`src/hdl/hvcam_pkg.sv`:
```
`default_nettype none

package hvcam_pkg;

    // status word codes
    localparam logic [31:0] STAT_UNKNOWN = 32'h7FC0_0000;
    localparam int unsigned STALE_BIT = 31;
    localparam logic [31:0] OFF_MISMATCH_SECONDS = 32'd5;

    // configuration register indexes
    localparam logic [2:0] CFG_ALARM_ENABLE = 3'd0;
    localparam logic [2:0] CFG_FAULT_MASK = 3'd1;
    localparam logic [2:0] CFG_CLEAR_AFTER = 3'd2;
    localparam logic [2:0] CFG_LINK_TIMEOUT = 3'd3;
    localparam logic [2:0] CFG_ON_STATUS_BIT = 3'd4;

    // configuration reset values
    localparam logic [30:0] RST_FAULT_MASK = 31'h0000_1398;
    localparam logic [30:0] RST_CLEAR_AFTER = 31'd10;
    localparam logic [30:0] RST_LINK_TIMEOUT = 31'd60;
    localparam logic [4:0] RST_ON_STATUS_BIT = 5'd0;

    localparam int unsigned ITEM_W = 147;
    localparam int unsigned IN_TDATA_W = 152;
    localparam int unsigned OUT_TDATA_W = 72;

    // input item, packed so that channel sits in the lowest bits
    typedef struct packed {
        logic [31:0] now_seconds;
        logic        commanded_on;
        logic [31:0] status_word;
        logic [18:0] current_limit;
        logic signed [19:0] current;
        logic        current_valid;
        logic [16:0] voltage_limit;
        logic signed [17:0] voltage;
        logic        voltage_valid;
        logic [5:0]  channel;
    } item_t;

    // result item, over_voltage in the lowest bit
    typedef struct packed {
        logic [31:0] link_dead_seconds;
        logic [1:0]  link_cause;
        logic        link_release;
        logic        link_assert;
        logic        off_mismatch_report;
        logic        alarm_release;
        logic        alarm_assert;
        logic [30:0] fault_bits;
        logic        over_current;
        logic        over_voltage;
    } result_t;

    typedef struct packed {
        logic        alarm_raised;
        logic [31:0] last_fault_second;
        logic [31:0] mismatch_start;
        logic        mismatch_reported;
    } chan_state_t;

    typedef struct packed {
        logic        alarm_enable;
        logic [30:0] fault_mask;
        logic [30:0] clear_after_seconds;
        logic [30:0] link_timeout_seconds;
        logic [4:0]  on_status_bit;
    } cfg_t;

    typedef struct packed {
        logic        over_voltage;
        logic        over_current;
        logic [30:0] fault_bits;
        logic        known;
        logic        stale;
        logic        alarm_assert;
        logic        alarm_release;
        logic        mismatch_report;
    } eval_t;

    typedef struct packed {
        logic        link_assert;
        logic        link_release;
        logic [1:0]  link_cause;
        logic [31:0] link_dead_seconds;
    } link_res_t;

    localparam logic [1:0] CAUSE_NONE = 2'd0;
    localparam logic [1:0] CAUSE_STALE = 2'd1;
    localparam logic [1:0] CAUSE_INVALID = 2'd2;

endpackage

`default_nettype wire

```
`src/hdl/hvcam_chan_mem.sv`:
```
`default_nettype none

module hvcam_chan_mem #(
    parameter int DEPTH = 8,
    parameter int AW = 3
) (
    input  wire logic                     clk,
    input  wire logic                     rst_n,
    input  wire logic                     rd_en,
    input  wire logic [AW-1:0]            rd_addr,
    output hvcam_pkg::chan_state_t        rd_data,
    input  wire logic                     wr_en,
    input  wire logic [AW-1:0]            wr_addr,
    input  wire hvcam_pkg::chan_state_t   wr_data
);

    hvcam_pkg::chan_state_t mem [DEPTH];
    hvcam_pkg::chan_state_t rd_data_reg;
    logic [DEPTH-1:0] valid_reg;

    // per-entry valid bits, an unwritten entry reads as all zero
    always_ff @(posedge clk or negedge rst_n)
    begin
        if (!rst_n)
        begin
            valid_reg <= '0;
        end
        else if (wr_en)
        begin
            valid_reg[wr_addr] <= 1'b1;
        end
    end

    always_ff @(posedge clk)
    begin
        if (wr_en)
        begin
            mem[wr_addr] <= wr_data;
        end
    end

    // write-first read so a following item sees the update of the one before
    always_ff @(posedge clk)
    begin
        if (rd_en)
        begin
            if (wr_en && (wr_addr == rd_addr))
            begin
                rd_data_reg <= wr_data;
            end
            else if (valid_reg[rd_addr])
            begin
                rd_data_reg <= mem[rd_addr];
            end
            else
            begin
                rd_data_reg <= '0;
            end
        end
    end

    assign rd_data = rd_data_reg;

endmodule

`default_nettype wire

```
`src/hdl/hvcam_chan_eval.sv`:
```
`default_nettype none

module hvcam_chan_eval (
    input  wire hvcam_pkg::item_t       item,
    input  wire logic                   in_range,
    input  wire hvcam_pkg::cfg_t        cfg,
    input  wire hvcam_pkg::chan_state_t cur,
    output hvcam_pkg::chan_state_t      nxt,
    output hvcam_pkg::eval_t            ev
);

    logic        ov;
    logic        oc;
    logic        known;
    logic        usable;
    logic        is_on;
    logic [30:0] fault;
    logic [31:0] mm_start;
    logic [31:0] mm_age;
    logic [31:0] quiet_age;
    logic        mm_hit;

    always_comb
    begin
        ov = item.voltage_valid && (item.voltage > $signed({1'b0, item.voltage_limit}));
        oc = item.current_valid && (item.current > $signed({1'b0, item.current_limit}));
        known = (item.status_word != hvcam_pkg::STAT_UNKNOWN);
        fault = known ? (item.status_word[30:0] & cfg.fault_mask) : '0;
        usable = known && !item.status_word[hvcam_pkg::STALE_BIT];
        is_on = item.status_word[cfg.on_status_bit];

        nxt = cur;
        ev = '0;
        ev.over_voltage = ov;
        ev.over_current = oc;
        ev.fault_bits = fault;
        ev.known = known;
        ev.stale = item.status_word[hvcam_pkg::STALE_BIT];

        // off mismatch episode, a start of zero means none
        mm_start = (cur.mismatch_start == '0) ? item.now_seconds : cur.mismatch_start;
        mm_age = item.now_seconds - mm_start;
        quiet_age = item.now_seconds - cur.last_fault_second;
        mm_hit = !cur.mismatch_reported && (mm_age >= hvcam_pkg::OFF_MISMATCH_SECONDS);

        if (in_range)
        begin
            if (item.commanded_on && usable && !is_on)
            begin
                nxt.mismatch_start = mm_start;
                if (mm_hit)
                begin
                    nxt.mismatch_reported = 1'b1;
                    ev.mismatch_report = 1'b1;
                end
            end
            else
            begin
                nxt.mismatch_start = '0;
                nxt.mismatch_reported = 1'b0;
            end

            if (ov || oc || (fault != '0))
            begin
                nxt.last_fault_second = item.now_seconds;
                nxt.alarm_raised = 1'b1;
                ev.alarm_assert = 1'b1;
            end
            else if (cur.alarm_raised && (quiet_age >= {1'b0, cfg.clear_after_seconds}))
            begin
                nxt.alarm_raised = 1'b0;
                ev.alarm_release = 1'b1;
            end
        end
    end

endmodule

`default_nettype wire

```
`src/hdl/hvcam_link.sv`:
```
`default_nettype none

module hvcam_link (
    input  wire logic               clk,
    input  wire logic               rst_n,
    input  wire logic               fire,
    input  wire logic               scan_last,
    input  wire logic               voltage_valid,
    input  wire logic               known,
    input  wire logic               stale,
    input  wire logic [31:0]        now_seconds,
    input  wire logic [30:0]        link_timeout_seconds,
    output hvcam_pkg::link_res_t    res
);

    logic        all_invalid_reg;
    logic        all_invalid_next;
    logic        all_stale_reg;
    logic        all_stale_next;
    logic [31:0] bad_start_reg;
    logic [31:0] bad_start_next;
    logic        raised_reg;
    logic        raised_next;
    logic        inv_eff;
    logic        stale_eff;
    logic [31:0] start_eff;
    logic [31:0] dead;

    always_comb
    begin
        // summary including this item
        inv_eff = all_invalid_reg && !voltage_valid;
        stale_eff = all_stale_reg && known && stale;
        start_eff = (bad_start_reg == '0) ? now_seconds : bad_start_reg;
        dead = now_seconds - start_eff;

        all_invalid_next = all_invalid_reg;
        all_stale_next = all_stale_reg;
        bad_start_next = bad_start_reg;
        raised_next = raised_reg;
        res = '0;

        if (fire)
        begin
            all_invalid_next = inv_eff;
            all_stale_next = stale_eff;
            if (scan_last)
            begin
                if (stale_eff || inv_eff)
                begin
                    bad_start_next = start_eff;
                    if (dead >= {1'b0, link_timeout_seconds})
                    begin
                        raised_next = 1'b1;
                        res.link_assert = 1'b1;
                        res.link_cause = stale_eff ? hvcam_pkg::CAUSE_STALE
                                                   : hvcam_pkg::CAUSE_INVALID;
                        res.link_dead_seconds = dead;
                    end
                end
                else
                begin
                    bad_start_next = '0;
                    if (raised_reg)
                    begin
                        raised_next = 1'b0;
                        res.link_release = 1'b1;
                    end
                end
                all_invalid_next = 1'b1;
                all_stale_next = 1'b1;
            end
        end
    end

    always_ff @(posedge clk or negedge rst_n)
    begin
        if (!rst_n)
        begin
            all_invalid_reg <= 1'b1;
            all_stale_reg <= 1'b1;
            bad_start_reg <= '0;
            raised_reg <= 1'b0;
        end
        else
        begin
            all_invalid_reg <= all_invalid_next;
            all_stale_reg <= all_stale_next;
            bad_start_reg <= bad_start_next;
            raised_reg <= raised_next;
        end
    end

`ifndef SYNTH
    a_scan_rearm: assert property (@(posedge clk) disable iff (!rst_n)
        (fire && scan_last) |=> (all_invalid_reg && all_stale_reg))
        else $error("scan summary not rearmed after last channel");
`endif

endmodule

`default_nettype wire

```
`src/hdl/hv_channel_alarm_monitor_core.sv`:
```
`default_nettype none

// channel     | direction | handshake         | content
// s_*         | in        | s_tvalid/s_tready | one channel reading, tlast = scan_last
// m_*         | out       | m_tvalid/m_tready | one alarm result per reading
// cfg_*       | in        | cfg_we            | register write, no read-back
//
// a reading passes from the input transfer through the evaluation register, where the
// per-channel state is read, into the result register
// sustained rate is one reading per clock while results are taken, set by the write-first per-channel memory
// reset clears all per-channel state at once through valid bits, no clearing pass
// a stalled result holds the evaluation stage; an empty stage still takes a transfer
// with alarm_enable low a reading is taken and dropped, no result, no state change

module hv_channel_alarm_monitor_core #(
    parameter int NUM_CHANNELS = 8
) (
    input  wire logic                               clk,
    input  wire logic                               rst_n,
    // reading: channel, voltage_valid, voltage, voltage_limit, current_valid,
    // current, current_limit, status_word, commanded_on, now_seconds, zero fill
    input  wire logic                               s_tvalid,
    output logic                                    s_tready,
    input  wire logic [hvcam_pkg::IN_TDATA_W-1:0]   s_tdata,
    input  wire logic                               s_tlast,
    // result: over_voltage, over_current, fault_bits, alarm_assert, alarm_release,
    // off_mismatch_report, link_assert, link_release, link_cause, link_dead_seconds
    output logic                                    m_tvalid,
    input  wire logic                               m_tready,
    output logic [hvcam_pkg::OUT_TDATA_W-1:0]       m_tdata,
    // configuration write
    input  wire logic                               cfg_we,
    input  wire logic [2:0]                         cfg_index,
    input  wire logic [30:0]                        cfg_data
);

    localparam int AW = (NUM_CHANNELS > 1) ? $clog2(NUM_CHANNELS) : 1;

    hvcam_pkg::cfg_t        cfg_reg;
    hvcam_pkg::item_t       in_item;
    logic                   in_range;
    logic                   accept;

    // evaluation stage
    logic                   s1_valid_reg;
    logic                   s1_valid_next;
    hvcam_pkg::item_t       s1_item_reg;
    logic                   s1_last_reg;
    logic                   s1_range_reg;
    logic                   s1_go;
    logic                   out_fire;

    // result stage
    logic                   m_valid_reg;
    logic                   m_valid_next;
    hvcam_pkg::result_t     res_reg;
    hvcam_pkg::result_t     res_next;

    hvcam_pkg::chan_state_t cur_state;
    hvcam_pkg::chan_state_t nxt_state;
    hvcam_pkg::eval_t       ev;
    hvcam_pkg::link_res_t   link_res;

    assign in_item = hvcam_pkg::item_t'(s_tdata[hvcam_pkg::ITEM_W-1:0]);
    assign in_range = ({1'b0, in_item.channel} < 7'(NUM_CHANNELS));

    // the stage moves on when the result register is free, or when the
    // reading is dropped because alarms are disabled
    assign s1_go = s1_valid_reg && (!m_valid_reg || m_tready || !cfg_reg.alarm_enable);
    assign out_fire = s1_go && cfg_reg.alarm_enable;
    assign s_tready = !s1_valid_reg || s1_go;
    assign accept = s_tvalid && s_tready;

    // per-channel alarm and mismatch state
    hvcam_chan_mem #(
        .DEPTH (NUM_CHANNELS),
        .AW    (AW)
    ) u_mem (
        .clk     (clk),
        .rst_n   (rst_n),
        .rd_en   (accept && in_range),
        .rd_addr (in_item.channel[AW-1:0]),
        .rd_data (cur_state),
        .wr_en   (out_fire && s1_range_reg),
        .wr_addr (s1_item_reg.channel[AW-1:0]),
        .wr_data (nxt_state)
    );

    hvcam_chan_eval u_eval (
        .item     (s1_item_reg),
        .in_range (s1_range_reg),
        .cfg      (cfg_reg),
        .cur      (cur_state),
        .nxt      (nxt_state),
        .ev       (ev)
    );

    // scan summary and link alarm
    hvcam_link u_link (
        .clk                  (clk),
        .rst_n                (rst_n),
        .fire                 (out_fire),
        .scan_last            (s1_last_reg),
        .voltage_valid        (s1_item_reg.voltage_valid),
        .known                (ev.known),
        .stale                (ev.stale),
        .now_seconds          (s1_item_reg.now_seconds),
        .link_timeout_seconds (cfg_reg.link_timeout_seconds),
        .res                  (link_res)
    );

    always_comb
    begin
        res_next.over_voltage = ev.over_voltage;
        res_next.over_current = ev.over_current;
        res_next.fault_bits = ev.fault_bits;
        res_next.alarm_assert = ev.alarm_assert;
        res_next.alarm_release = ev.alarm_release;
        res_next.off_mismatch_report = ev.mismatch_report;
        res_next.link_assert = link_res.link_assert;
        res_next.link_release = link_res.link_release;
        res_next.link_cause = link_res.link_cause;
        res_next.link_dead_seconds = link_res.link_dead_seconds;

        s1_valid_next = s1_valid_reg;
        if (accept)
        begin
            s1_valid_next = 1'b1;
        end
        else if (s1_go)
        begin
            s1_valid_next = 1'b0;
        end

        m_valid_next = m_valid_reg;
        if (out_fire)
        begin
            m_valid_next = 1'b1;
        end
        else if (m_tready)
        begin
            m_valid_next = 1'b0;
        end
    end

    // control state and configuration registers
    always_ff @(posedge clk or negedge rst_n)
    begin
        if (!rst_n)
        begin
            s1_valid_reg <= 1'b0;
            m_valid_reg <= 1'b0;
            cfg_reg.alarm_enable <= 1'b1;
            cfg_reg.fault_mask <= hvcam_pkg::RST_FAULT_MASK;
            cfg_reg.clear_after_seconds <= hvcam_pkg::RST_CLEAR_AFTER;
            cfg_reg.link_timeout_seconds <= hvcam_pkg::RST_LINK_TIMEOUT;
            cfg_reg.on_status_bit <= hvcam_pkg::RST_ON_STATUS_BIT;
        end
        else
        begin
            s1_valid_reg <= s1_valid_next;
            m_valid_reg <= m_valid_next;
            if (cfg_we)
            begin
                case (cfg_index)
                    hvcam_pkg::CFG_ALARM_ENABLE:  cfg_reg.alarm_enable <= cfg_data[0];
                    hvcam_pkg::CFG_FAULT_MASK:    cfg_reg.fault_mask <= cfg_data;
                    hvcam_pkg::CFG_CLEAR_AFTER:   cfg_reg.clear_after_seconds <= cfg_data;
                    hvcam_pkg::CFG_LINK_TIMEOUT:  cfg_reg.link_timeout_seconds <= cfg_data;
                    hvcam_pkg::CFG_ON_STATUS_BIT: cfg_reg.on_status_bit <= cfg_data[4:0];
                    default:                      ;
                endcase
            end
        end
    end

    // payload registers
    always_ff @(posedge clk)
    begin
        if (accept)
        begin
            s1_item_reg <= in_item;
            s1_last_reg <= s_tlast;
            s1_range_reg <= in_range;
        end
        if (out_fire)
        begin
            res_reg <= res_next;
        end
    end

    assign m_tvalid = m_valid_reg;
    assign m_tdata = res_reg;

`ifndef SYNTH
    a_result_loaded: assert property (@(posedge clk) disable iff (!rst_n)
        out_fire |=> m_valid_reg)
        else $error("evaluated reading did not reach the result register");

    a_alarm_exclusive: assert property (@(posedge clk) disable iff (!rst_n)
        m_valid_reg |-> !(res_reg.alarm_assert && res_reg.alarm_release))
        else $error("channel alarm asserted and released together");

    a_cause_gated: assert property (@(posedge clk) disable iff (!rst_n)
        (m_valid_reg && !res_reg.link_assert) |->
            (res_reg.link_cause == hvcam_pkg::CAUSE_NONE))
        else $error("link cause without link assert");
`endif

endmodule

`default_nettype wire
```
`config.mk`:
```
export PLATFORM = sky130hd
export DESIGN_NAME = hv_channel_alarm_monitor_core
export DESIGN_NICKNAME = d
export VERILOG_FILES = /design/src/hdl/hvcam_pkg.sv /design/src/hdl/hvcam_chan_mem.sv /design/src/hdl/hvcam_chan_eval.sv /design/src/hdl/hvcam_link.sv /design/src/hdl/hv_channel_alarm_monitor_core.sv
export SDC_FILE = /design/constraint.sdc
export NUM_CORES = 1
export LEC_CHECK = 0
export CAP_MARGIN = 20
export CELL_PAD_IN_SITES_DETAIL_PLACEMENT = 2
export CELL_PAD_IN_SITES_GLOBAL_PLACEMENT = 2
export CORE_MARGIN = 5
export CORE_UTILIZATION = 52
export CTS_BUF_LIST = sky130_fd_sc_hd__clkbuf_4
export DETAILED_ROUTE_END_ITERATION = 7
export DONT_BUFFER_PORTS = 1
export GPL_TIMING_DRIVEN = 0
export MAX_ROUTING_LAYER = met4
export PLACE_DENSITY = 0.89
export SKIP_CTS_REPAIR_TIMING = 1
export SLEW_MARGIN = 0
export SYNTH_ARGS = -nofsm -noshare
export SYNTH_HDL_FRONTEND = slang
export SYNTH_SLANG_ARGS = --single-unit
```
`constraint.sdc`:
```
create_clock -name clk -period 24.8 [get_ports clk]
set_input_delay 4.96 -clock clk [delete_from_list [all_inputs] [get_ports clk]]
set_output_delay 4.96 -clock clk [all_outputs]
set_load 0.1 [all_outputs]
```
==> results of run 1 <==
## worst max-delay path: cells and delay by family
family        cells  cell delay [ns]
simple gates      2             0.80
buf+inv           1             0.26
## final cells by class
| type | count | area [um^2] | share of cell area |
|---|---|---|---|
| well taps | 1144 | 1430 | 0.0284 |
| inverters | 222 | 833 | 0.0165 |
| flip-flops and latches | 956 | 28000 | 0.555 |
| clock inverters | 96 | 482 | 0.00955 |
| plain buffers | 122 | 523 | 0.0104 |
| clock buffers | 352 | 2640 | 0.0524 |
| multi-input cells | 1857 | 15500 | 0.308 |
| repair buffers | 49 | 820 | 0.0162 |
| diodes | 75 | 188 | 0.00372 |
## cells in the final DEF (no fill, tap or decap), types with 29 or more instances in the layout
cell,Yosys,routed
xor2_1,29,29
edfxtp_1,812,812
clkbuf_4,0,352
o21ai_0,124,124
nand2_1,168,168
clkbuf_1,91,92
mux2i_1,105,105
ha_1,188,188
xnor2_1,42,42
nor2b_1,43,43
dfrtp_1,129,129
a21o_1,64,64
clkinv_1,0,75
mux4_2,144,144
a21oi_1,215,215
nand4_1,35,35
mux2_2,73,73
nand2b_1,38,38
o22ai_1,67,67
diode_2,0,75
nor4_1,32,32
nor2_1,135,128
inv_1,221,221
nor3_1,33,31
nand3_1,35,35
## cell families (layout without fill, tap and decap cells)
group | Yosys count | after routing | share of synthesized area
AO/OA/AOI/OAI | 621 | 621 | 0.0850
XOR/XNOR | 71 | 71 | 0.0139
adder cells (fa/ha/maj) | 190 | 190 | 0.0534
buffers and inverters | 344 | 841 | 0.0303
flip-flops | 956 | 956 | 0.625
multiplexers | 322 | 322 | 0.114
other | 0 | 75 | 0
AND/OR/NAND/NOR | 653 | 653 | 0.0782
## routing by layer
layer  vias up  GRT usage
met5         -          -
met1     18400      0.464
met3      1764      0.105
met4         0      0.306
li1      12900          -
met2      3814      0.711
## how the worst max path moves through the flow
stage                     startpoint                  to  cells after the start
after floorplan             m_tready  u_mem.valid_reg[1]                      5
after global placement      m_tready  u_mem.valid_reg[1]                      5
after detailed placement    m_tready            s_tready                      2
after CTS                   m_tready            s_tready                      2
after global routing        m_tready            s_tready                      3
final                       m_tready            s_tready                      3
## power by group through the flow
stage / combinational, mW / sequential [mW] / clock, mW
after global placement: 1.92 / 2.17 / 0
final: 2.78 / 2.18 / 1.60
after detailed placement: 2.11 / 2.17 / 0
after CTS: 2.35 / 2.15 / 1.48
after floorplan: 1.42 / 2.13 / 0
after global routing: 2.74 / 2.18 / 1.65
==> flow_metrics.env, run 1 <==
export IMPL_rsz0062_at_grt="false"
export IMPL_hpwlAfterDp_um=122000
export IMPL_drt_iter0_drc=5341
export IMPL_path_clk_slew_ns=0.08
export IMPL_routed_top_layer="met4"
export IMPL_relSlewSlack=-0.308
export IMPL_seq_area_frac_synth=0.625
export IMPL_endpoint_kind="primary output"
export IMPL_grt_pass1_wl_um=276000
export IMPL_totalPowerFinal_mw=6.56
export IMPL_synth_commonest_cells="edfxtp_1, inv_1, a21oi_1, ha_1, nand2_1"
export IMPL_routedLengthMet1_um=71500
export IMPL_hp_class="register to register"
export IMPL_r2r_end="m_tdata[59]"
export IMPL_ff2ff_path_depth=27
export IMPL_fin_crit_ns=10.99
export IMPL_largest_register_ffs=528
export IMPL_coreArea_um2=85400
export IMPL_finalWorstSetupSlack_ns=13.81
export IMPL_insertion_delay_ns=1.40
export IMPL_synth_area_leaders="edfxtp_1, mux4_2, dfrtp_1"
export IMPL_cts_sinks=956
export IMPL_dr_wl_met2_um=105000
export IMPL_dp_cells=4343
export IMPL_synth_top_area_cell="edfxtp_1"
export IMPL_worst_ep_required_time_ns=19.84
export IMPL_drive_gt1_frac=0.199
export IMPL_start_util=0.525
export IMPL_grt_ovfl_total=0
export IMPL_syn_inst=3157
export IMPL_drt_total_wl_um=229000
export IMPL_violations="capacitance limit, slew limit"
export IMPL_io_buffers=0
export IMPL_fill_cells=7554
export IMPL_p_int_mw=3.41
export IMPL_min_to="u_mem.valid_reg[3]"
export IMPL_setup_viol=0
export IMPL_synth_seq_cells=956
export IMPL_combPwrFrac=0.424
export IMPL_dr_pass1_iters=8
export IMPL_crit_fanout=4
export IMPL_fin_crit_sh=0.443
export IMPL_swShare=0.480
export IMPL_synth_top_cell_area_share=0.544
export IMPL_setup_tns_final_ns=0
export IMPL_crit_chain="nor2b_1 -> nand3_1 -> buf_16"
export IMPL_final_cells=4873
export IMPL_grt_pass1_vias=37100
export IMPL_drtAntennaViolNets=0
export IMPL_r2r_start="u_link.bad_start_reg[31]"
export IMPL_root_buffer="clkbuf_4"
export IMPL_final_area_um2=50400
export IMPL_tritoncts="done"
export IMPL_peakVddDrop_v=0.000199
export IMPL_clock_path_buffers=3
export IMPL_slew_violations=7
export IMPL_crit_slowest_cell="nor2b_1"
export IMPL_post_drt_wl_per_cell_um=46.9
export IMPL_area_delta_synth_final_pct=12.6
export IMPL_nNetsFinal=3831
export IMPL_grt_max_degree=145
export IMPL_grtUsageTotal=0.434
export IMPL_synth_ff_type="edfxtp_1"
export IMPL_num_rows=107
export IMPL_worst_pin_slew_ns=1.94
export IMPL_p_seq_frac=0.332
export IMPL_rrSetupSlack_ns=14.57
export IMPL_cap_violations=3
export IMPL_antenna_found_initial=31
export IMPL_die_x_um=304
export IMPL_path_class="primary input to primary output"
export IMPL_synthArstFlopShare=0.151
export IMPL_cts_buffers=241
export IMPL_syn_area_um2=44800
export IMPL_synth_edf_count=812
export IMPL_die_height_um=304
export IMPL_slowest_delay_ns=0.47
export IMPL_die_area_um2=92100
export IMPL_num_io_pins=266
export IMPL_hold_violations=0
export IMPL_cp_start_kind="primary input"
export IMPL_yosys_warnings=0
export IMPL_synthMostInstantiatedCell="edfxtp_1"
export IMPL_synth_nets=3539
export IMPL_p_switching_mw=3.15
export IMPL_cts_htree_levels=4
export IMPL_run_status="finished, violations left"
export IMPL_skew_ns=0.154
export IMPL_gp_congestion=0.930
export IMPL_hold_start="u_mem.valid_reg[3]"
export IMPL_ys_types=86
export IMPL_critPathArrivalTime_ns=6.03
export IMPL_via_per_inst=7.56
export IMPL_postLayoutCoreUtil=0.591
export IMPL_whs_path_depth=1
export IMPL_clock_fmax_mhz=91.0
export IMPL_dr_wl_met3_um=26000
export IMPL_vias=36900
export IMPL_leakagePower_nw=19.0
export IMPL_whs_ns=0.509
export IMPL_dpl_cell_area_um2=47000
export IMPL_drc=0
export IMPL_dp_slack_ns=13.56
export IMPL_p_clk_frac=0.243
export IMPL_cellPowerDensity_nw_per_um2=130
export IMPL_syn_area_per_cell_um2=14.2
Power figures use the tool's default switching activity.
==> run 2: changes to the inputs <==
--- a/config.mk
+++ b/config.mk
@@ -9,13 +9,13 @@
 export CELL_PAD_IN_SITES_DETAIL_PLACEMENT = 2
 export CELL_PAD_IN_SITES_GLOBAL_PLACEMENT = 2
 export CORE_MARGIN = 5
-export CORE_UTILIZATION = 52
+export CORE_UTILIZATION = 48
 export CTS_BUF_LIST = sky130_fd_sc_hd__clkbuf_4
 export DETAILED_ROUTE_END_ITERATION = 7
 export DONT_BUFFER_PORTS = 1
 export GPL_TIMING_DRIVEN = 0
 export MAX_ROUTING_LAYER = met4
-export PLACE_DENSITY = 0.89
+export PLACE_DENSITY = 0.83
 export SKIP_CTS_REPAIR_TIMING = 1
 export SLEW_MARGIN = 0
 export SYNTH_ARGS = -nofsm -noshare
==> constraint.sdc (replaced) <==
create_clock -name clk -period 10.7 [get_ports clk]
set_input_delay 2.14 -clock clk [delete_from_list [all_inputs] [get_ports clk]]
set_output_delay 2.14 -clock clk [all_outputs]
set_load 0.1 [all_outputs]
==> run 2 against run 1 <==
The run now ends clean. Worst setup slack lost 11 ns. Sequential power is 130% higher. Count of clock-buffer cells in the layout increased by 60. Register-to-register slack got worse by 12 ns.
==> flow_metrics.env, run 2 (same netlist as run 1, synthesis figures left out) <==
export IMPL_min_to="u_mem.valid_reg[4]"
export IMPL_drt_total_wl_um=170000
export IMPL_die_area_um2=99600
export IMPL_p_switching_mw=5.64
export IMPL_mostFrequentLayoutCells="edfxtp_1, clkbuf_4, inv_1"
export IMPL_coreArea_um2=93000
export IMPL_cts_htree_levels=5
export IMPL_grt_max_degree=145
export IMPL_worst_ep_required_time_ns=11.57
export IMPL_start_util=0.482
export IMPL_dr_pass1_iters=6
export IMPL_combPwrFrac=0.378
export IMPL_die_x_um=316
export IMPL_vias=31400
export IMPL_endpoint_kind="register"
export IMPL_critPathArrivalTime_ns=9.06
export IMPL_r2r_start="u_link.bad_start_reg[21]"
export IMPL_largest_register_ffs=528
export IMPL_via_per_inst=6.33
export IMPL_gr_usage_met2=0.583
export IMPL_relSlewSlack=0.228
export IMPL_p_int_mw=8.08
export IMPL_grt_pass1_vias=35100
export IMPL_insertion_delay_ns=1.22
export IMPL_leakagePower_nw=19.2
export IMPL_cap_violations=0
export IMPL_whs_path_depth=1
export IMPL_clock_fmax_mhz=122
export IMPL_peakVddDrop_v=0.000215
export IMPL_gp_congestion=0.907
export IMPL_dp_cells=4445
export IMPL_rsz0062_at_grt="false"
export IMPL_setup_viol=0
export IMPL_fin_crit_ns=8.19
export IMPL_hpwlAfterDp_um=115000
export IMPL_tritoncts="done"
export IMPL_slew_violations=0
export IMPL_die_height_um=316
export IMPL_rrSetupSlack_ns=2.51
export IMPL_grt_ovfl_total=0
export IMPL_drc=0
export IMPL_postLayoutCoreUtil=0.546
export IMPL_post_drt_wl_per_cell_um=34.3
export IMPL_antenna_found_initial=16
export IMPL_drtAntennaViolNets=0
export IMPL_grtUsageTotal=0.347
export IMPL_fin_crit_sh=0.766
export IMPL_run_status="completed"
export IMPL_cp_start_kind="register"
export IMPL_swShare=0.411
export IMPL_p_seq_frac=0.363
export IMPL_drt_iter0_drc=3073
export IMPL_final_common_cell="edfxtp_1"
export IMPL_nNetsFinal=3865
export IMPL_worst_pin_slew_ns=1.16
export IMPL_ff2ff_path_depth=26
export IMPL_num_rows=112
export IMPL_grt_use_met1=0.403
export IMPL_num_io_pins=266
export IMPL_hold_start="u_mem.valid_reg[4]"
export IMPL_grt_pass1_wl_um=245000
export IMPL_cts_sinks=956
export IMPL_io_buffers=0
export IMPL_skew_ns=0.111
export IMPL_cellPowerDensity_nw_per_um2=270
export IMPL_root_buffer="clkbuf_4"
export IMPL_r2r_end="m_tdata[48]"
export IMPL_clock_path_buffers=4
export IMPL_final_cells=4954
export IMPL_drive_gt1_frac=0.212
export IMPL_grt_busiest_layer="met2"
export IMPL_area_delta_synth_final_pct=13.4
export IMPL_crit_fanout=10
export IMPL_hp_class="register to register"
export IMPL_path_clk_slew_ns=0.07
export IMPL_grt_util_met3=0.0703
export IMPL_p_clk_frac=0.259
export IMPL_path_class="register to register"
export IMPL_cts_buffers=281
export IMPL_hold_violations=0
run 2: changes by cell type in the layout (fill, tap and decap cells not counted), sizes merged:
cell / change
clkbuf: +61
diode: -48
clkinv: -38
buf: -7
inv: +3
run 2: power by group through the flow:
stage | combinational (mW) | clock (mW) | sequential, mW
4_1_cts | 5.06 | 3.62 | 4.98
3_3_place_gp | 4.49 | 0 | 5.02
3_5_place_dp | 4.88 | 0 | 5.04
6_report | 5.19 | 3.55 | 4.98
2_1_floorplan | 3.29 | 0 | 4.93
5_1_grt | 5.52 | 3.83 | 4.99
run 2: area by class of cell:
cell class	count	area [um^2]
sequential	956	28000
clock inverter	61	318
multi-input combinational	1857	15500
timing repair buffer	43	878
fill	8586	42200
buffer	122	523
clock buffer	412	3090
inverter	222	833
antenna	27	67.6
tap	1254	1570
run 2: through the flow:
stage               area [um^2]  power [mW]  hold slack [ns]  setup TNS [ns]  worst slack [ns]
floorplan                 44800        8.22            0.434               0              1.27
global placement          46400        9.51            0.446        -2030.83             -4.24
detailed placement        47200        9.92            0.478               0              2.77
CTS                       50600        13.7            0.491               0              2.62
global route              50800        14.3            0.505               0              2.14
finish                    50800        13.7            0.494               0              2.51
run 2: worst max-delay path, cell delays in order, from the launching register on:
cell and delay, ns:
dfrtp_1 0.40, nor4_1 0.39, nand4_1 0.41, nor2_1 0.30, clkbuf_1 0.49, clkbuf_1 0.51, a21oi_1 0.21, ha_1 0.42
nand3b_1 0.14, nor4_1 0.07, or3b_2 0.46, a21oi_2 0.21, nor3_1 0.12, o31a_1 0.32, a2111oi_0 0.45, nor3_1 0.17
xor2_1 0.34, ha_1 0.33, a211oi_1 0.44, o2111ai_1 0.27, nor3_1 0.34, o21ai_0 0.21, nand2_1 0.19, a41oi_2 0.23
nand2_4 0.20, buf_6 0.18, nor3b_2 0.08
run 2: how the worst max path moves through the flow:
stage / startpoint / endpoint / slack, ns / cells past startpoint
after global routing: u_link.bad_start_reg[13] / m_tdata[48] / 2.14 / 26
after global placement: m_tready / u_mem.valid_reg[3] / -4.24 / 5
after CTS: u_link.bad_start_reg[21] / m_tdata[64] / 2.62 / 26
final: u_link.bad_start_reg[21] / m_tdata[48] / 2.51 / 26
after detailed placement: u_link.bad_start_reg[21] / m_tdata[64] / 2.77 / 26
after floorplan: m_tready / u_mem.mem[7][0] / 1.27 / 4
run 2: layer usage:
| layer | wire length (um) | share of wire |
|---|---|---|
| met1 | 64100 | 0.38 |
| met2 | 87000 | 0.51 |
| met3 | 10900 | 0.064 |
| met4 | 7920 | 0.047 |
| met5 | 0 | 0 |
